==> src/design/rm2q_pkg.sv <==
`default_nettype none
package rm2q_pkg;

  localparam int WORD_BITS = 32;
  localparam int FRAC_BITS = WORD_BITS - 2;
  // Root argument and trace: three words plus one, with sign.
  localparam int ARG_BITS  = WORD_BITS + 2;
  // Off-diagonal pair sums and differences.
  localparam int PAIR_BITS = WORD_BITS + 1;
  localparam int ROOT_BITS = FRAC_BITS + 1;
  localparam int REM_BITS  = WORD_BITS + 1;
  localparam int SQ_STEPS  = ROOT_BITS;
  localparam int DIV_STEPS = WORD_BITS - 1;
  localparam int LANES     = 3;

  localparam logic [ARG_BITS-1:0]  ONE_FIX = ARG_BITS'(1) << FRAC_BITS;
  localparam logic [WORD_BITS-1:0] MAX_POS = {1'b0, {(WORD_BITS-1){1'b1}}};
  localparam logic [WORD_BITS-1:0] MIN_NEG = {1'b1, {(WORD_BITS-1){1'b0}}};

  typedef enum logic [1:0] {
    COMP_X,
    COMP_Y,
    COMP_Z,
    COMP_W
  } comp_e;

  // Classified item passed from the front to the back.
  typedef struct packed {
    comp_e                             sel;
    logic                              degen;
    logic [ARG_BITS-1:0]               arg;
    logic [LANES-1:0][PAIR_BITS-1:0]   pair;
  } item_t;

  typedef struct packed {
    logic [REM_BITS-1:0]  rem;
    logic [ROOT_BITS-1:0] root;
  } root_acc_t;

  typedef struct packed {
    comp_e                             sel;
    logic                              degen;
    logic [ARG_BITS-1:0]               arg;
    logic [REM_BITS-1:0]               rem;
    logic [ROOT_BITS-1:0]              root;
    logic [LANES-1:0][PAIR_BITS-1:0]   pair;
  } sq_t;

  typedef struct packed {
    logic                 neg;
    logic                 ovf;
    logic                 lsb;
    logic [REM_BITS-1:0]  rem;
    logic [DIV_STEPS-1:0] q;
  } lane_t;

  typedef struct packed {
    comp_e                 sel;
    logic                  degen;
    logic [ROOT_BITS-1:0]  root;
    logic [REM_BITS-1:0]   d;
    lane_t [LANES-1:0]     lane;
  } dv_t;

  // One digit of a restoring square root.
  function automatic root_acc_t sqrt_step(input logic [REM_BITS-1:0] rem,
                                          input logic [ROOT_BITS-1:0] root,
                                          input logic [1:0] bits);
    logic [REM_BITS+1:0] cur;
    logic [REM_BITS+1:0] trial;
    root_acc_t           r;
    cur   = {rem, bits};
    trial = {2'b00, root, 2'b01};
    if (cur >= trial) begin
      r.rem  = REM_BITS'(cur - trial);
      r.root = {root[ROOT_BITS-2:0], 1'b1};
    end else begin
      r.rem  = REM_BITS'(cur);
      r.root = {root[ROOT_BITS-2:0], 1'b0};
    end
    return r;
  endfunction

  // One quotient bit of a restoring division.
  function automatic lane_t div_step(input lane_t l, input logic [REM_BITS-1:0] d,
                                     input logic b);
    logic [REM_BITS:0] cur;
    lane_t             r;
    r   = l;
    cur = {l.rem, b};
    if (cur >= {1'b0, d}) begin
      r.rem = REM_BITS'(cur - {1'b0, d});
      r.q   = {l.q[DIV_STEPS-2:0], 1'b1};
    end else begin
      r.rem = REM_BITS'(cur);
      r.q   = {l.q[DIV_STEPS-2:0], 1'b0};
    end
    return r;
  endfunction

endpackage
`default_nettype wire

==> src/design/rm2q_queue.sv <==
`default_nettype none
module rm2q_queue
  import rm2q_pkg::*;
(
  input  wire logic  clk_i,
  input  wire logic  rst_ni,
  input  wire logic  push_i,
  input  item_t      item_i,
  output logic       full_o,
  input  wire logic  pop_i,
  output logic       valid_o,
  output item_t      item_o
);

  item_t       mem_q [2];
  logic        wr_q, rd_q;
  logic [1:0]  cnt_q;

  assign full_o  = cnt_q[1];
  assign valid_o = cnt_q != 2'd0;
  assign item_o  = mem_q[rd_q];

  always_ff @(posedge clk_i or negedge rst_ni) begin
    if (!rst_ni) begin
      wr_q  <= 1'b0;
      rd_q  <= 1'b0;
      cnt_q <= 2'd0;
    end else begin
      if (push_i) begin
        wr_q <= !wr_q;
      end
      if (pop_i) begin
        rd_q <= !rd_q;
      end
      cnt_q <= cnt_q + 2'(push_i) - 2'(pop_i);
    end
  end

  always_ff @(posedge clk_i) begin
    if (push_i) begin
      mem_q[wr_q] <= item_i;
    end
  end

endmodule
`default_nettype wire

==> config.mk <==
export PLATFORM = sky130hd
export DESIGN_NAME = rm2q_queue
export DESIGN_NICKNAME = d
export VERILOG_FILES = /design/src/design/rm2q_pkg.sv /design/src/design/rm2q_queue.sv
export SDC_FILE = /design/constraint.sdc
export NUM_CORES = 1
export LEC_CHECK = 0
export BUFFER_PORTS_ARGS = -buffer_cell sky130_fd_sc_hd__buf_2
export CORE_MARGIN = 5
export CORE_UTILIZATION = 52
export CTS_CLUSTER_SIZE = 30
export DETAILED_ROUTE_END_ITERATION = 8
export PLACE_DENSITY = 0.78
export SKIP_CTS_REPAIR_TIMING = 1
export SLEW_MARGIN = 15
export SYNTH_ARGS = -nofsm -noshare
export SYNTH_HDL_FRONTEND = slang
export SYNTH_SLANG_ARGS = --single-unit
export TNS_END_PERCENT = 1
==> constraint.sdc <==
create_clock -name clk_i -period 8.5 [get_ports clk_i]
set_input_delay 1.275 -clock clk_i [delete_from_list [all_inputs] [get_ports clk_i]]
set_output_delay 1.275 -clock clk_i [all_outputs]
set_load 0.005 [all_outputs]
Word-level counts from Yosys, hierarchy flattened --
Memory sizes are Yosys's and may differ from the RTL's. Cells that the tools add are included.
Storage, ports and cells: bits in registers 4, RAM bits 272, input bits 140, output and inout bits 138, logic and storage cells 11, memories kept 1
Memory list:
- mem_q | depth 2, bits a word 136, rd ports 1, clocked after Yosys merged registers in 0, write ports 1, RTL line rm2q_queue.sv:15 | item_t mem_q [2];
Operators by class: $add $sub $neg 2, muxes and demuxes 2, reduce and logical (&&, ||, !) cells 3
Operators by type and width (number):
- $add 2x1->2 | 1
- $logic_not 1->1 | 2
- $mux 1 | 2
- $reduce_bool 2->1 | 1
- $sub 2x1->2 | 1

Depth between registers and ports, before layout --
Gate-level depths: netlist of run 1.
word-level depth 2, mapped depth 5, mapped depth without buffers 5

Worst setup path after synthesis of run 1 --
No wires, ideal clock.
kind input to register, start point in push_i, end point mem mem_q[0][0] (netlist name), enable pin, setup time 649 ps, data arrival time 7165 ps, required time 7851 ps, setup slack 686 ps, stages on the path 1, buffers on the path 0, cells stage by stage nor2b_1
Between the ends: cells in the longest elaborated chain, start to end 2
RTL lines:
- start, declared | RTL line rm2q_queue.sv:7 | input wire logic push_i,
- $mux 1 | RTL line rm2q_queue.sv:40 | if (push_i) begin
- $mux 1 (implied by the code) | RTL line rm2q_queue.sv:41 | mem_q[wr_q] <= item_i;
- end, declared | RTL line rm2q_queue.sv:15
No other way between the ends.

==> impl_metrics.yaml, run 1 <==
layout:
  mostFrequentLayoutCells: "buf_2 (277), edfxtp_1 (272), mux2_2 (136), clkbuf_16 (29), clkbuf_1 (7)"
  drive_gt1_share_pct: 61.3
  layout.nets: 876
  syn2layout_area_growth_pct: 25.1
  fillers: 1334
  instances_no_fill: 1022
  layout_commonest_cell: "buf_2"
global_route:
  antenna_found_initial: 4
  grt_pass1_vias: 5684
  grt_pass1_wl_mm: 29.4
  grt_max_degree: 83
  grt_usage_pct: 16.7
  grt_overflow: 0
critical_path:
  crit_path_start_kind: "flip-flop"
  endpoint_kind: "output pin"
  arrival_ps: 3030
  cp.required_ps: 7220
  worstSetupPathType: "reg -> out"
  cp_max_fo: 82
routing:
  post_drt_wl_per_cell_um: 19.3
  vias: 5113
  drt-pass1-iter-count: 4
  antenna_left: 0
  drtIter0Drc: 192
  routed_via_density: 5.00
  drc: 0
  wl_mm: 19.7
power:
  irDropWorstVdd_mv: 0.186
  power_density_nw_per_um2: 331
  power_leakage_nw: 4.78
floorplanning:
  core_area_sq_um: 19300
  ioPinCount: 278
  die_w_um: 149
  fp-row-count: 51
  start_util_pct: 52.3
  die_area_sq_um: 22300
  die_h_um: 149
sta:
  slew_headroom_pct: 24.2
  worst_slew_pin_slew_ps: 1140
  finClkSkew_ps: 10.8
  worst_slack_ps: 4190
  period_minus_slack_ps: 4310
  hold_violations: 0
  fin_hold_ws_ps: 554
  fin_setup_tns_ps: 0
  finalCritPeriodShare_pct: 50.7
  setup_viol: 0
  maxSlewViolCount: 0
  max_freq_ghz: 0.232
  rsz0062_at_grt: "false"
place:
  dp_hpwl_mm: 13.2
  place_ws_ps: 4700
  post-place-cells: 969
  io_buffers: 277
  gp_congestion: 0.760
clock_tree:
  path_clk_slew_ps: 60
  cts_sinks: 276
  cts_buffers: 28
  cts_max_path_buffers: 3
  htree_levels: 1
  clk-insertion-delay-late_ps: 520
  tritoncts: "built"
  root_buffer: "clkbuf_16"
synth:
  syn_avg_cell_area_sq_um: 23.1
  synth_seq_cells: 276
  syn_area_sq_um: 10100
  yosysUniqueCellTypes: 12
  yosys_warnings: 0
  syn_inst: 437
  synth_fp_nets: 579
  ys_seq_area_share_pct: 82.0
status:
  status: "finished clean"
flow_run:
  max_cap_violations: 0
hold_path:
  hold_class: "reg -> reg"
stage by stage:
stage	util, %	cell area [sq um]	power, mW
2_1_floorplan	-	10100	2.61
3_3_place_gp	60.5	11700	2.93
3_5_place_dp	60.5	11700	2.98
4_1_cts	65.5	12600	4.23
5_1_grt	65.5	12600	4.37
6_report	65.5	12600	4.17
path summary, 6_finish.rpt:
kind / from / endpoint / slack, ps / depth (start not counted)
max: rd_q / item_o[129] / 4190 / 3
min reg2reg: wr_q / wr_q / 550 / 1
max in group asynchronous: rst_ni / rd_q / 7800 / 1
min in group asynchronous: rst_ni / rd_q / 560 / 1
min: wr_q / wr_q / 550 / 1
max reg2reg: wr_q / mem_q[1][110] / 6050 / 2
synth_stat cells:
cell | n | area [sq um]
xor2_1 | 2 | 17.5
dfrtp_1 | 4 | 100
ha_1 | 2 | 25.0
inv_1 | 2 | 7.51
clkbuf_8 | 10 | 138
or2_2 | 1 | 6.26
nor2b_1 | 1 | 6.26
buf_6 | 5 | 56.3
and2_1 | 1 | 6.26
mux2_2 | 136 | 1530
edfxtp_1 | 272 | 8170
xor3_1 | 1 | 23.8
flip-flops by register name, indices dropped and copies added, names as in the netlist:
name and count:
mem_q 272, cnt_q 2, rd_q 1, wr_q 1
area by class of cell:
type | instances | area, sq um | share of cell area [%]
inverters | 2 | 7.51 | 0.0595
flip-flops and latches | 276 | 8270 | 65.5
multi-input cells | 144 | 1630 | 12.9
clock buffers | 36 | 752 | 5.96
well taps | 265 | 332 | 2.63
diodes | 2 | 5.00 | 0.0397
clock inverters | 15 | 203 | 1.61
repair buffers | 282 | 1420 | 11.3
layer usage:
layer	global-route usage (%)	wire length (um)	part of all wire, %
met5	0	19	0.097
met2	30.5	10400	53
met4	4.85	367	1.9
met3	4.92	1580	8.0
met1	19.1	7320	37
worst max-delay path: stages (launching register included):
cell and delay (ps):
dfrtp_4 910, buf_4 880, mux2_2 440, buf_2 140
report_power, final:
| group | switching [mW] | internal, mW | leakage (nW) |
|---|---|---|---|
| Sequential | 0.110 | 1.81 | 2.60 |
| Clock | 0.472 | 0.775 | 0.465 |
| Combinational | 0.488 | 0.519 | 1.71 |
| Total | 1.07 | 3.10 | 4.78 |
cell families (layout without fill, tap and decap cells):
family / count (synthesis) / count (layout) / share of synthesized area [%]
flops: 276 / 276 / 82.0
mux: 136 / 136 / 15.2
buf+inv: 17 / 335 / 2.00
xor+xnor: 3 / 3 / 0.409
simple gates: 3 / 3 / 0.186
fa+ha+maj: 2 / 2 / 0.248
other cells: 0 / 2 / 0
No activity file was read; power rests on OpenSTA's default activity.
==> run 2: changes to the inputs <==
--- a/config.mk
+++ b/config.mk
@@ -7,10 +7,10 @@
 export LEC_CHECK = 0
 export BUFFER_PORTS_ARGS = -buffer_cell sky130_fd_sc_hd__buf_2
 export CORE_MARGIN = 5
-export CORE_UTILIZATION = 52
+export CORE_UTILIZATION = 47
 export CTS_CLUSTER_SIZE = 30
 export DETAILED_ROUTE_END_ITERATION = 8
-export PLACE_DENSITY = 0.78
+export PLACE_DENSITY = 0.75
 export SKIP_CTS_REPAIR_TIMING = 1
 export SLEW_MARGIN = 15
 export SYNTH_ARGS = -nofsm -noshare
==> constraint.sdc (replaced) <==
create_clock -name clk_i -period 3.5 [get_ports clk_i]
set_input_delay 0.525 -clock clk_i [delete_from_list [all_inputs] [get_ports clk_i]]
set_output_delay 0.525 -clock clk_i [all_outputs]
set_load 0.005 [all_outputs]
==> impl_metrics.yaml, run 2 (synthesis results as in run 1) <==
place:
  io_buffers: 277
  gp_congestion: 0.798
  place_ws_ps: 1590
  post-place-cells: 980
  dp_hpwl_mm: 13.1
global_route:
  antenna_found_initial: 1
  grt_usage_pct: 15.2
  grt_overflow: 0
  grt_max_degree: 86
  grt_pass1_wl_mm: 29.6
  grt_pass1_vias: 5523
power:
  seq_power_share_pct: 46.4
  irDropWorstVdd_mv: 0.487
  p_sw_mw: 2.53
  power_density_nw_per_um2: 779
  comb_power_share_pct: 26.6
  power_leakage_nw: 4.72
  power_mw: 9.77
  switching_share_pct: 25.9
  intPower_mw: 7.24
  clkPwrFrac_pct: 26.9
layout:
  largest_reg_flops: 272
  syn2layout_area_growth_pct: 24.3
  instances_no_fill: 1026
  drive_gt1_share_pct: 60.3
  layout_commonest_cell: "buf_2"
  diodes: 0
  layout.nets: 877
  mostFrequentLayoutCells: "buf_2 (277), edfxtp_1 (272), mux2_2 (136), clkbuf_16 (27), clkinv_1 (8)"
  reg_top3: "mem_q (272), cnt_q (2)"
  top_register: "mem_q"
sta:
  max_freq_ghz: 0.415
  period_minus_slack_ps: 2410
  rsz0062_at_grt: "false"
  fin_setup_tns_ps: 0
  finalCritPeriodShare_pct: 68.8
  setup_viol: 0
  fin_hold_ws_ps: 199
  finClkSkew_ps: 6.18
  worst_slew_pin_slew_ps: 798
  maxSlewViolCount: 0
  hold_violations: 0
  slew_headroom_pct: 46.8
  worst_slack_ps: 1090
routing:
  drt-pass1-iter-count: 4
  post_drt_wl_per_cell_um: 19.0
  antenna_left: 0
  routed_via_density: 4.89
  wl_mm: 19.5
  drc: 0
  vias: 5014
  drtIter0Drc: 195
floorplanning:
  start_util_pct: 47.8
  fp-row-count: 53
  core_area_sq_um: 21100
  die_h_um: 156
  die_w_um: 156
  ioPinCount: 278
  die_area_sq_um: 24500
critical_path:
  cp_max_fo: 71
  worstSetupPathType: "reg -> out"
  endpoint_kind: "output pin"
  arrival_ps: 1880
  cp.required_ps: 2970
  crit_path_start_kind: "flip-flop"
hold_path:
  hold_class: "in -> reg"
clock_tree:
  cts_sinks: 276
  cts_buffers: 27
  cts_max_path_buffers: 3
  tritoncts: "built"
  htree_levels: 1
  clk-insertion-delay-late_ps: 510
  root_buffer: "clkbuf_16"
  path_clk_slew_ps: 60
status:
  status: "finished clean"
flow_run:
  max_cap_violations: 0
## run 2: cell count changes in the layout (fill, tap and decap cells not counted), moves of 2 or more
cell       delta
buf_4         -3
buf_12        +4
bufinv_16     -3
clkinv_2      -5
clkinv_1      +5
diode_2       -2
clkbuf_16     -2
## run 2: path summary, 6_finish.rpt
kind	startpoint	to	slack, ps	cells after the start
worst max register to register	wr_q	mem_q[0][34]	1850	2
min in group asynchronous	rst_ni	wr_q	380	2
worst min-delay path	item_i[121]	mem_q[1][121]	200	1
worst max-delay path	rd_q	item_o[134]	1090	3
max in group asynchronous	rst_ni	rd_q	2980	2
worst min register to register	wr_q	wr_q	560	1
## run 2: final cells by class
| class | instances | area, sq um |
|---|---|---|
| multi-input combinational | 144 | 1630 |
| timing repair buffer | 284 | 1490 |
| tap | 275 | 344 |
| fill | 1554 | 8550 |
| inverter | 2 | 7.51 |
| clock buffer | 34 | 702 |
| sequential | 276 | 8270 |
| clock inverter | 11 | 97.6 |
## run 2: metrics by stage
stage	utilization (%)	instance area, sq um
after CTS	59.4	12500
final	59.5	12500
after floorplan	-	10100
after detailed placement	55.6	11700
after global routing	59.5	12500
after global placement	55.6	11700
## run 2: layer usage
layer / wire, um / global-route usage, %
met2: 9550 / 25.5
met4: 254 / 3.14
met3: 2000 / 5.34
met5: 13 / 0
met1: 7720 / 19.4
## run 2: power groups by stage
stage	clock network, mW	registers [mW]	logic [mW]
global placement	0	4.57	2.61
CTS	2.73	4.55	2.67
detailed placement	0	4.61	2.65
finish	2.63	4.54	2.60
floorplan	0	4.61	1.67
global route	2.87	4.58	2.83
## run 2: worst max-delay path: stages (launching register included)
cell,delay [ps]
dfrtp_4,450
buf_12,320
mux2_2,400
buf_2,130
