[src/design/rm2q_pkg.sv]
`default_nettype none
package rm2q_pkg;

  localparam int WORD_BITS = 32;
  localparam int FRAC_BITS = WORD_BITS - 2;
  // Root argument and trace: three words plus one, with sign.
  localparam int ARG_BITS  = WORD_BITS + 2;
  // Off-diagonal pair sums and differences.
  localparam int PAIR_BITS = WORD_BITS + 1;
  localparam int ROOT_BITS = FRAC_BITS + 1;
  localparam int REM_BITS  = WORD_BITS + 1;
  localparam int SQ_STEPS  = ROOT_BITS;
  localparam int DIV_STEPS = WORD_BITS - 1;
  localparam int LANES     = 3;

  localparam logic [ARG_BITS-1:0]  ONE_FIX = ARG_BITS'(1) << FRAC_BITS;
  localparam logic [WORD_BITS-1:0] MAX_POS = {1'b0, {(WORD_BITS-1){1'b1}}};
  localparam logic [WORD_BITS-1:0] MIN_NEG = {1'b1, {(WORD_BITS-1){1'b0}}};

  typedef enum logic [1:0] {
    COMP_X,
    COMP_Y,
    COMP_Z,
    COMP_W
  } comp_e;

  // Classified item passed from the front to the back.
  typedef struct packed {
    comp_e                             sel;
    logic                              degen;
    logic [ARG_BITS-1:0]               arg;
    logic [LANES-1:0][PAIR_BITS-1:0]   pair;
  } item_t;

  typedef struct packed {
    logic [REM_BITS-1:0]  rem;
    logic [ROOT_BITS-1:0] root;
  } root_acc_t;

  typedef struct packed {
    comp_e                             sel;
    logic                              degen;
    logic [ARG_BITS-1:0]               arg;
    logic [REM_BITS-1:0]               rem;
    logic [ROOT_BITS-1:0]              root;
    logic [LANES-1:0][PAIR_BITS-1:0]   pair;
  } sq_t;

  typedef struct packed {
    logic                 neg;
    logic                 ovf;
    logic                 lsb;
    logic [REM_BITS-1:0]  rem;
    logic [DIV_STEPS-1:0] q;
  } lane_t;

  typedef struct packed {
    comp_e                 sel;
    logic                  degen;
    logic [ROOT_BITS-1:0]  root;
    logic [REM_BITS-1:0]   d;
    lane_t [LANES-1:0]     lane;
  } dv_t;

  // One digit of a restoring square root.
  function automatic root_acc_t sqrt_step(input logic [REM_BITS-1:0] rem,
                                          input logic [ROOT_BITS-1:0] root,
                                          input logic [1:0] bits);
    logic [REM_BITS+1:0] cur;
    logic [REM_BITS+1:0] trial;
    root_acc_t           r;
    cur   = {rem, bits};
    trial = {2'b00, root, 2'b01};
    if (cur >= trial) begin
      r.rem  = REM_BITS'(cur - trial);
      r.root = {root[ROOT_BITS-2:0], 1'b1};
    end else begin
      r.rem  = REM_BITS'(cur);
      r.root = {root[ROOT_BITS-2:0], 1'b0};
    end
    return r;
  endfunction

  // One quotient bit of a restoring division.
  function automatic lane_t div_step(input lane_t l, input logic [REM_BITS-1:0] d,
                                     input logic b);
    logic [REM_BITS:0] cur;
    lane_t             r;
    r   = l;
    cur = {l.rem, b};
    if (cur >= {1'b0, d}) begin
      r.rem = REM_BITS'(cur - {1'b0, d});
      r.q   = {l.q[DIV_STEPS-2:0], 1'b1};
    end else begin
      r.rem = REM_BITS'(cur);
      r.q   = {l.q[DIV_STEPS-2:0], 1'b0};
    end
    return r;
  endfunction

endpackage
`default_nettype wire

[src/design/rm2q_front.sv]
`default_nettype none
module rm2q_front
  import rm2q_pkg::*;
(
  input  wire logic                        clk_i,
  input  wire logic                        rst_ni,
  input  wire logic                        in_valid_i,
  output logic                             in_stall_o,
  input  wire logic signed [WORD_BITS-1:0] r00_i,
  input  wire logic signed [WORD_BITS-1:0] r10_i,
  input  wire logic signed [WORD_BITS-1:0] r20_i,
  input  wire logic signed [WORD_BITS-1:0] r01_i,
  input  wire logic signed [WORD_BITS-1:0] r11_i,
  input  wire logic signed [WORD_BITS-1:0] r21_i,
  input  wire logic signed [WORD_BITS-1:0] r02_i,
  input  wire logic signed [WORD_BITS-1:0] r12_i,
  input  wire logic signed [WORD_BITS-1:0] r22_i,
  input  wire logic                        q_full_i,
  output logic                             push_o,
  output item_t                            item_o
);

  logic signed [ARG_BITS-1:0]  e00, e11, e22, one;
  logic signed [ARG_BITS-1:0]  arg_w, arg_x, arg_y, arg_z, arg_sel;
  logic signed [PAIR_BITS-1:0] s10, d21, s02, d02, s21, d10;
  item_t                       item_d, item_q;
  logic                        valid_q, load;

  assign e00 = ARG_BITS'(r00_i);
  assign e11 = ARG_BITS'(r11_i);
  assign e22 = ARG_BITS'(r22_i);
  assign one = $signed(ONE_FIX);

  assign arg_w = one + e00 + e11 + e22;
  assign arg_x = one + e00 - e11 - e22;
  assign arg_y = one + e11 - e00 - e22;
  assign arg_z = one + e22 - e00 - e11;

  assign s10 = PAIR_BITS'(r10_i) + PAIR_BITS'(r01_i);
  assign d10 = PAIR_BITS'(r10_i) - PAIR_BITS'(r01_i);
  assign s02 = PAIR_BITS'(r02_i) + PAIR_BITS'(r20_i);
  assign d02 = PAIR_BITS'(r02_i) - PAIR_BITS'(r20_i);
  assign s21 = PAIR_BITS'(r21_i) + PAIR_BITS'(r12_i);
  assign d21 = PAIR_BITS'(r21_i) - PAIR_BITS'(r12_i);

  // Lanes hold the three non-root components in ascending order.
  always_comb begin
    item_d = '0;
    priority if (arg_w > one) begin
      item_d.sel  = COMP_W;
      arg_sel     = arg_w;
      item_d.pair = {d10, d02, d21};
    end else if (r00_i > r11_i && r00_i > r22_i) begin
      item_d.sel  = COMP_X;
      arg_sel     = arg_x;
      item_d.pair = {d21, s02, s10};
    end else if (r11_i > r22_i) begin
      item_d.sel  = COMP_Y;
      arg_sel     = arg_y;
      item_d.pair = {d02, s21, s10};
    end else begin
      item_d.sel  = COMP_Z;
      arg_sel     = arg_z;
      item_d.pair = {d10, s21, s02};
    end
    item_d.arg   = arg_sel;
    item_d.degen = arg_sel[ARG_BITS-1] || (arg_sel == '0);
  end

  assign push_o     = valid_q && !q_full_i;
  assign load       = !valid_q || push_o;
  assign in_stall_o = !load;
  assign item_o     = item_q;

  always_ff @(posedge clk_i or negedge rst_ni) begin
    if (!rst_ni) begin
      valid_q <= 1'b0;
    end else if (load) begin
      valid_q <= in_valid_i;
    end
  end

  always_ff @(posedge clk_i) begin
    if (load && in_valid_i) begin
      item_q <= item_d;
    end
  end

endmodule
`default_nettype wire

[config.mk]
export PLATFORM = sky130hd
export DESIGN_NAME = rm2q_front
export DESIGN_NICKNAME = d
export VERILOG_FILES = /design/src/design/rm2q_pkg.sv /design/src/design/rm2q_front.sv
export SDC_FILE = /design/constraint.sdc
export NUM_CORES = 1
export LEC_CHECK = 0
export ABC_CLOCK_PERIOD_IN_PS = 6500
export BUFFER_PORTS_ARGS = -buffer_cell sky130_fd_sc_hd__buf_4
export CAP_MARGIN = 20
export CORE_MARGIN = 2
export CORE_UTILIZATION = 35
export CTS_BUF_LIST = sky130_fd_sc_hd__clkbuf_8
export DETAILED_ROUTE_END_ITERATION = 7
export PLACE_DENSITY = 0.58
export SLEW_MARGIN = 20
export SYNTH_ARGS = -nofsm -noshare
export SYNTH_HDL_FRONTEND = slang
export SYNTH_SLANG_ARGS = --single-unit
[constraint.sdc]
create_clock -name clk_i -period 6.5 [get_ports clk_i]
set_input_delay 0.325 -clock clk_i [delete_from_list [all_inputs] [get_ports clk_i]]
set_output_delay 0.325 -clock clk_i [all_outputs]
set_load 0.1 [all_outputs]
Word level (Yosys, flattened, before mapping)
Cells that the tools add are included.
{"block": "word_totals", "ff_bits": 137, "inputBits": 292, "elab_cells": 45}
{"block": "classes", "reduce_logical": 9, "muxes": 8, "n_addsub": 17, "order_cmp": 4}
{"cell": "99-bit 2-to-1 mux", "n": 3}
{"cell": "34-bit 2-to-1 mux", "n": 3}
{"cell": "33-bit by 32-bit subtractor with 34-bit output", "n": 3}
{"cell": "34-bit by 32-bit subtractor with 34-bit output", "n": 3}
{"cell": "32-bit by 32-bit adder with 33-bit output", "n": 3}
{"cell": "32-bit by 32-bit adder with 33-bit output (first input constant)", "n": 3}
{"cell": "32-bit by 32-bit subtractor with 33-bit output", "n": 3}
{"cell": "32-bit greater-than comparator", "n": 3}
{"cell": "33-bit by 32-bit adder with 34-bit output", "n": 1}
{"cell": "34-bit by 32-bit adder with 34-bit output", "n": 1}
{"cell": "34-bit by 32-bit greater-than comparator with 1-bit output (second input constant)", "n": 1}
{"cell": "34-bit logical NOT", "n": 1}
{"cell": "2-bit 2-to-1 mux", "n": 2}
{"cell": "1-bit logical AND", "n": 3}
{"cell": "1-bit logical NOT", "n": 3}
{"cell": "1-bit logical OR", "n": 2}

Longest topological paths before layout
Gate-level depths: netlist of run 1.
{"block": "depth", "ltp_word": 8, "depth_mapped": 23, "depth_no_buf": 23}

Worst setup path after synthesis of run 1
OpenSTA, ideal clock, no wires.
{"block": "synth_timing", "path_type": "flip-flop to flip-flop", "start": "register valid_q", "end": "register item_q, in the netlist item_o[0], enable pin", "t_arrival_ps": 6944, "synth_period_minus_slack_ps": 7590, "path_stages_with_launch": 3, "setup_slack_ps": -1090, "cell_sequence": "dfrtp_1 -> and2_1 -> nor2b_1"}
{"block": "synth_via", "elab_chain_len": 3, "elab_cells_between_ends": 4, "classes_between": "reduce/logical: 4"}
{"element": "from (decl)", "line_no": "rm2q_front.sv:27", "rtl": "logic valid_q, load;"}
{"element": "from (signal assigned)", "line_no": "rm2q_front.sv:79", "rtl": "valid_q <= in_valid_i;"}
{"element": "1-bit logical NOT or 1-bit logical AND (tied branches)", "line_no": "rm2q_front.sv:71, rm2q_front.sv:70"}
{"element": "1-bit logical OR *", "line_no": "rm2q_front.sv:71", "rtl": "assign load = !valid_q || push_o;"}
{"element": "1-bit logical AND *", "line_no": "rm2q_front.sv:84", "rtl": "if (load && in_valid_i) begin"}
{"element": "to (signal assigned)", "line_no": "rm2q_front.sv:85", "rtl": "item_q <= item_d;"}
{"element": "to (decl)", "line_no": "rm2q_front.sv:26", "rtl": "item_t item_d, item_q;"}
Mark *: on every way between the ends. The rest lies on a longest branch, timed or not.
A chain may end at the register's enable or synchronous reset.

==> results of run 1 <==
-- registers in the layout, summed over array words and instances, names as in the netlist --
register  cells
valid_q       1
item_o      136
-- worst max path at each step --
stage                  end  startpoint  slack (ps)  cells after the start
3_3_place_gp   item_o[133]    r00_i[1]         100                     19
2_1_floorplan  item_o[133]    r00_i[1]         760                     18
6_report       item_o[133]    r00_i[1]         580                     19
3_5_place_dp   item_o[133]    r00_i[1]          20                     19
5_1_grt        item_o[133]    r00_i[1]         290                     19
4_1_cts        item_o[133]    r00_i[1]         660                     19
-- power by group through the flow --
stage / Clock (mW) / Sequential (mW) / Combinational, mW
2_1_floorplan: 0 / 3.20 / 3.66
3_3_place_gp: 0 / 1.57 / 7.66
3_5_place_dp: 0 / 1.57 / 7.66
4_1_cts: 0.767 / 1.55 / 7.69
5_1_grt: 0.787 / 1.57 / 8.30
6_report: 0.744 / 1.55 / 7.76
-- critical path: cells and delay by family --
family / cells / cell delay [ps]
mux: 1 / 360
simple gates: 8 / 2910
buf+inv: 1 / 120
compound gates: 5 / 1180
xor+xnor: 1 / 170
fa+ha+maj: 3 / 1300
-- layout make-up --
type / instances / area, um2
tap: 1144 / 1431
sequential: 137 / 4109
multi-input combinational: 3059 / 24150
antenna: 4 / 10.01
inverter: 411 / 1543
clock inverter: 15 / 125.1
fill: 8800 / 49980
timing repair buffer: 507 / 3836
clock buffer: 17 / 234.0
-- stage by stage --
step | util | instance area, um2 | cells | hold WS [ps]
after global placement | 0.4103 | 35050 | 5256 | 100.9
after global routing | 0.4149 | 35440 | 5294 | 36.60
after detailed placement | 0.4103 | 35050 | 5256 | 101.9
after CTS | 0.4147 | 35430 | 5290 | 2.747
after floorplan | - | 30270 | 3737 | 29.41
final | 0.4149 | 35440 | 5294 | 56.50
-- cells by family after synthesis --
| group | after synthesis | share of synthesized area |
|---|---|---|
| AO/OA/AOI/OAI | 1062 | 0.2208 |
| XOR/XNOR | 275 | 0.08007 |
| adder cells (fa/ha/maj) | 705 | 0.3256 |
| buffers and inverters | 541 | 0.06841 |
| flip-flops | 137 | 0.1357 |
| multiplexers | 50 | 0.01732 |
| AND/OR/NAND/NOR | 967 | 0.1521 |
-- per-layer routing --
metal | vias up | wire (um) | GRT usage
li1 | 13848 | - | -
met1 | 13541 | 49750 | 0.3291
met2 | 1048 | 52880 | 0.4160
met3 | 130 | 7136 | 0.03406
met4 | 6 | 3142 | 0.07274
met5 | - | 29 | 0
-- synth_stat cells, types with 11 or more instances --
| library cell | number | share of area |
|---|---|---|
| clkbuf_1 | 106 | 0.013 |
| o31ai_1 | 33 | 0.0082 |
| o221ai_1 | 13 | 0.0038 |
| nand2_1 | 212 | 0.026 |
| nor2b_1 | 48 | 0.0099 |
| a21boi_0 | 11 | 0.0027 |
| mux2i_1 | 34 | 0.011 |
| o21bai_1 | 46 | 0.011 |
| o22ai_1 | 32 | 0.0066 |
| a21oi_1 | 349 | 0.058 |
| nand4_1 | 23 | 0.0048 |
| nand3_1 | 60 | 0.0099 |
| o41ai_1 | 12 | 0.0035 |
| inv_1 | 410 | 0.051 |
| edfxtp_1 | 136 | 0.13 |
| mux2_2 | 15 | 0.0056 |
| a211oi_1 | 37 | 0.0092 |
| xnor2_1 | 186 | 0.054 |
| nand2b_1 | 47 | 0.0097 |
| or2_2 | 11 | 0.0023 |
| a221oi_1 | 12 | 0.0035 |
| ha_1 | 561 | 0.23 |
| o21a_1 | 30 | 0.0074 |
| a311oi_1 | 11 | 0.0032 |
| a21o_1 | 67 | 0.017 |
| and2_1 | 19 | 0.0039 |
| o211ai_1 | 32 | 0.0079 |
| and3_1 | 18 | 0.0037 |
| nor4_1 | 22 | 0.0045 |
| a31oi_1 | 39 | 0.0081 |
| or3_1 | 38 | 0.0079 |
| nor2_1 | 348 | 0.043 |
| o21ai_0 | 227 | 0.038 |
| fa_1 | 139 | 0.092 |
| nor3_1 | 66 | 0.011 |
| xor2_1 | 87 | 0.025 |
| a211o_1 | 15 | 0.0043 |
-- cells in the final DEF, fill, tap and decap left out, types with 12 or more instances in the layout --
cell / n
a211o_1: 15
a211oi_1: 37
a21o_1: 67
a21oi_1: 348
a221oi_1: 12
a31oi_1: 39
and2_1: 18
and3_1: 17
buf_4: 503
clkbuf_8: 17
edfxtp_1: 136
fa_1: 139
ha_1: 561
inv_1: 411
mux2_2: 15
mux2i_1: 34
nand2_1: 211
nand2b_1: 47
nand3_1: 59
nand4_1: 23
nor2_1: 348
nor2b_1: 47
nor3_1: 65
nor4_1: 22
o211ai_1: 32
o21a_1: 30
o21ai_0: 227
o21bai_1: 46
o221ai_1: 13
o22ai_1: 32
o31ai_1: 33
or3_1: 38
xnor2_1: 186
xor2_1: 87
==> summary.txt, run 1 <==
Status
  – Status: completed

Placement
  – Buffers added on ports: 429
  – GPL Wtd Cong: 0.9632
  – Setup WS pre-CTS: 24.91 ps
  – Hpwl dp: 95.05 mm

Timing
  – Count of final max-slew check failures: 0
  – Rel. slew slack: 0.2296
  – Setup Skew: 28.05 ps
  – Sum Neg Setup Slack: 0 ps
  – Crit share post-route: 0.9113
  – Fmax: 0.1688 GHz
  – Worst-Margin Slew: 1126 ps
  – Finish-stage setup viols: 0
  – Setup ws final: 576.6 ps
  – Post-layout min period: 5923 ps
  – Final Hold Fails: 0
  – RSZ-0062 raised after global routing: no

Finish
  – Layout cells sized above 1: 0.1428
  – Syn-to-layout area delta: 17.07%
  – Fin nets: 5125

Drt
  – DR iter-0 viols: 2666
  – Vias after detailed routing: 28.57k
  – Remaining antenna violation count: 0
  – Drt total wl: 112.9 mm
  – Pre-Repair DR Iteration Count: 7
  – Drt drc: 0
  – Wire per inst: 21.33 um
  – Vias per inst: 5.397

Pwr
  – Pleak: 16.56 nW
  – Clk pwr share: 0.074
  – Int Pwr: 4.137 mW
  – Power Density: 283.9 nW/um2
  – Peak supply drop: 0.2756 mV
  – Sw frac: 0.5888
  – Gate power share: 0.772
  – Tot Pwr: 10.06 mW
  – NetSw: 5.923 mW
  – Sequential share of power: 0.154

Logic synthesis
  – Seq/Total Area, Yosys: 0.1357
  – Post-synth EDFFs: 136
  – Syn avg cell area: 8.100 um2
  – Seq cells post-synth: 137
  – Async set-reset flop share out of synthesis: 0.007299
  – Netlist cell types: 92
  – Ys flop type: edfxtp_1
  – Mapped Area: 30270 um2
  – Post-synthesis instance total: 3737
  – Synth Warn #: 0
  – Post-Synthesis Net Count: 4729

Clocking
  – CTS tree: yes
  – CTS Buf Count: 17
  – Clk_lat worst skew: 590 ps
  – Clk root buf: clkbuf_8
  – CTS Sinks: 137
  – Post_cts resized: 0
  – Clk slew on worst S/H paths: 90 ps
  – Hold-fix buffers, CTS: 2
  – H-Tree Level Count: 4
  – Post-CTS setup buffer count: 0
  – Max clock buf depth: 2

Floorplanning
  – Initial Util: 0.3544
  – Die Height: 298.1 um
  – Core area: 85410 um2
  – Die width: 298.1 um
  – Row count: 107
  – # IOs: 430
  – Area of the die: 88850 um2

GRT
  – Overflow after GRT: 0
  – First-pass GRT wire length: 167.8 mm
  – GRT Total Usage: 0.2476
  – Largest net degree at the start of global routing: 72
  – Vias in the first global route: 27.51k
  – Initial antenna violation count: 13

Setup path
  – Worst path slowest cell: or4_1
  – Worst Path Required: 6950 ps
  – Worst path cell trace: buf_4, fa_1, ha_1, fa_1, a211o_1, nand3b_1, o211ai_1, a311oi_1, xor2_1, a31oi_1, or4_1, or4_1, or4b_4, nand3_4, mux2_2, or4b_1, a211o_1, nor4_1, or2_1
  – R2R Setup Slk: 4160 ps
  – Crit end category: register
  – Critical-path maximum fanout: 6
  – Arr. time, crit path: 6370 ps
  – Worst reg2reg path startpoint: valid_q
  – CP max stage delay: 600 ps
  – Reg2Reg Capture Point: item_o[1]
  – Startpoint types: input port
  – Setup Crit Path Kind: in2reg
  – R2R depth: 3

Run
  – Max-Cap Viols: 0

Worst hold path
  – Worst hold path class: in2async
(Power assumes the default switching activity.)
==> run 2: changes to the inputs <==
Settings changed: PLACE_DENSITY 0.58 to not set.
==> summary.txt, run 2 (same netlist as run 1, synthesis figures left out) <==
Finish
  – Syn-to-layout area delta: 17.34%
  – Commonest non-fill, non-tap cells in the layout: ha_1 (561), buf_4 (507), inv_1 (410), nor2_1 (348), a21oi_1 (348)
  – Max reg flops: 136 (unchanged)
  – Commonest non-fill, non-tap cell in the layout: ha_1
  – Design Area, Final: 35520 um2 (+0.23%)
  – Fin nets: 5130 (+0.098%)
  – Final Util: 0.4158 (+0.0009670)
  – Layout cells sized above 1: 0.1441 (+0.001273)

Pwr
  – Int Pwr: 4.152 mW (+0.38%)
  – Pleak: 16.60 nW (+0.23%)
  – NetSw: 5.979 mW (+0.95%)
  – Gate power share: 0.767 (-0.005)
  – Power Density: 285.3 nW/um2 (+0.48%)
  – Peak supply drop: 0.2567 mV (-6.9%)
  – Clk pwr share: 0.081 (+0.007)
  – Sw frac: 0.5902 (+0.001368)
  – Sequential share of power: 0.152 (-0.002)
  – Tot Pwr: 10.13 mW (+0.71%)

Clocking
  – Clk_lat worst skew: 590 ps (about the same)
  – CTS Buf Count: 17 (unchanged)
  – Post-CTS setup buffer count: 0 (unchanged)
  – H-Tree Level Count: 4 (unchanged)
  – CTS Sinks: 137 (unchanged)
  – Max clock buf depth: 2 (unchanged)
  – Post_cts resized: 0 (unchanged)
  – Clk slew on worst S/H paths: 90 ps (about the same)
  – CTS tree: yes
  – Clk root buf: clkbuf_8

Placement
  – GPL Wtd Cong: 0.9451 (-1.9%)
  – Hpwl dp: 94.89 mm (-0.17%)
  – DP Area: 35100 um2 (+0.14%)
  – Buffers added on ports: 429 (unchanged)

Drt
  – DR iter-0 viols: 2401 (-9.9%)
  – Drt total wl: 113.0 mm (about the same)
  – Wire per inst: 21.33 um (about the same)
  – Pre-Repair DR Iteration Count: 6 (-1)
  – Vias after detailed routing: 28.52k (-0.19%)
  – Vias per inst: 5.383 (-0.27%)
  – Remaining antenna violation count: 0 (unchanged)
  – Drt drc: 0 (unchanged)

Timing
  – Finish-stage setup viols: 0 (unchanged)
  – RSZ-0062 raised after global routing: no
  – Rel. slew slack: 0.3872 (+0.1576)
  – Hold_ws: 68.68 ps (+12.18 ps)
  – Setup Skew: 21.87 ps (-6.185 ps)
  – Sum Neg Setup Slack: 0 ps (unchanged)
  – Count of final max-slew check failures: 0 (unchanged)
  – Post-layout min period: 5861 ps (-62.78 ps)
  – Crit share post-route: 0.9016 (-0.009658)
  – Fmax: 0.1706 GHz (+1.1%)
  – Worst-Margin Slew: 907.3 ps (-219.2 ps)
  – Final Hold Fails: 0 (unchanged)

Setup path
  – Worst Path Required: 6940 ps (about the same)
  – Crit end category: register
  – R2R Setup Slk: 4680 ps (+520 ps)
  – Critical-path maximum fanout: 6 (unchanged)
  – Startpoint types: input port
  – R2R depth: 3 (unchanged)
  – Setup Crit Path Kind: in2reg
  – Arr. time, crit path: 6300 ps (-70 ps)

GRT
  – First-pass GRT wire length: 168.9 mm (+0.63%)
  – Vias in the first global route: 27.85k (+1.3%)
  – Initial antenna violation count: 9 (-4)
  – Largest net degree at the start of global routing: 137 (+90%)
  – Overflow after GRT: 0 (unchanged)
  – GRT Total Usage: 0.2477 (about the same)

Status
  – Status: completed

Floorplanning
  – Row count: 107 (unchanged)
  – Area of the die: 88850 um2 (unchanged)
  – Die width: 298.1 um (unchanged)
  – Initial Util: 0.3544 (unchanged)
  – Die Height: 298.1 um (unchanged)
  – # IOs: 430 (unchanged)
  – Core area: 85410 um2 (unchanged)

Worst hold path
  – Worst hold path class: in2async

Run
  – Max-Cap Viols: 0 (unchanged)
-- run 2: final timing paths --
kind,from,end
min in group clk_i,q_full_i,valid_q
hold reg to reg,valid_q,valid_q
max in group asynchronous,rst_ni,valid_q
hold / removal,rst_ni,valid_q
setup reg to reg,valid_q,item_o[1]
setup / recovery,r00_i[1],item_o[133]
-- run 2: timing repair --
item | 4_1_cts | 5_1_grt
setup endpoints to repair | 0 | 0
hold buffers | 2 | 0
endpoints found under the hold margin | 2 | 0
-- run 2: power by group through the flow --
| stage | clock network [mW] | logic (mW) | registers [mW] |
|---|---|---|---|
| floorplan | 0 | 3.66 | 3.20 |
| global placement | 0 | 7.65 | 1.56 |
| detailed placement | 0 | 7.66 | 1.56 |
| CTS | 0.835 | 7.69 | 1.54 |
| global route | 0.860 | 8.30 | 1.56 |
| finish | 0.816 | 7.77 | 1.54 |
-- run 2: layout make-up --
class | instances | area [um2]
Timing Repair Buffer | 512 | 3886
Inverter | 411 | 1543
Tap cell | 1144 | 1431
Clock buffer | 17 | 234.0
Sequential cell | 137 | 4109
Antenna cell | 3 | 7.507
Fill cell | 8812 | 49900
Clock inverter | 15 | 160.2
Multi-Input combinational cell | 3059 | 24150
-- run 2: stage by stage --
stage               cells  setup WS [ps]
global placement     5261          132.1
floorplan            3737          764.2
global route         5297          439.9
detailed placement   5261          94.68
CTS                  5295          733.5
finish               5298          639.4
-- run 2: worst max-delay path: stages --
cell and delay (ps):
buf_4 120, fa_1 480, ha_1 280, fa_1 520
a211o_1 280, nand3b_1 210, nand3_1 140, a311oi_1 340
xor2_1 170, a31oi_1 100, or4_1 460, or4_1 590
or4b_4 590, nand3_4 160, mux2_2 360, or4b_1 510
a211o_1 320, nor4_1 210, or2_1 130
-- run 2: per-layer routing --
layer | track usage | up-vias | part of all wire
li1 | - | 13833 | -
met4 | 0.06604 | 8 | 0.026
met2 | 0.4168 | 991 | 0.47
met1 | 0.3293 | 13560 | 0.44
met3 | 0.03726 | 126 | 0.066
met5 | 0 | - | 0.00042
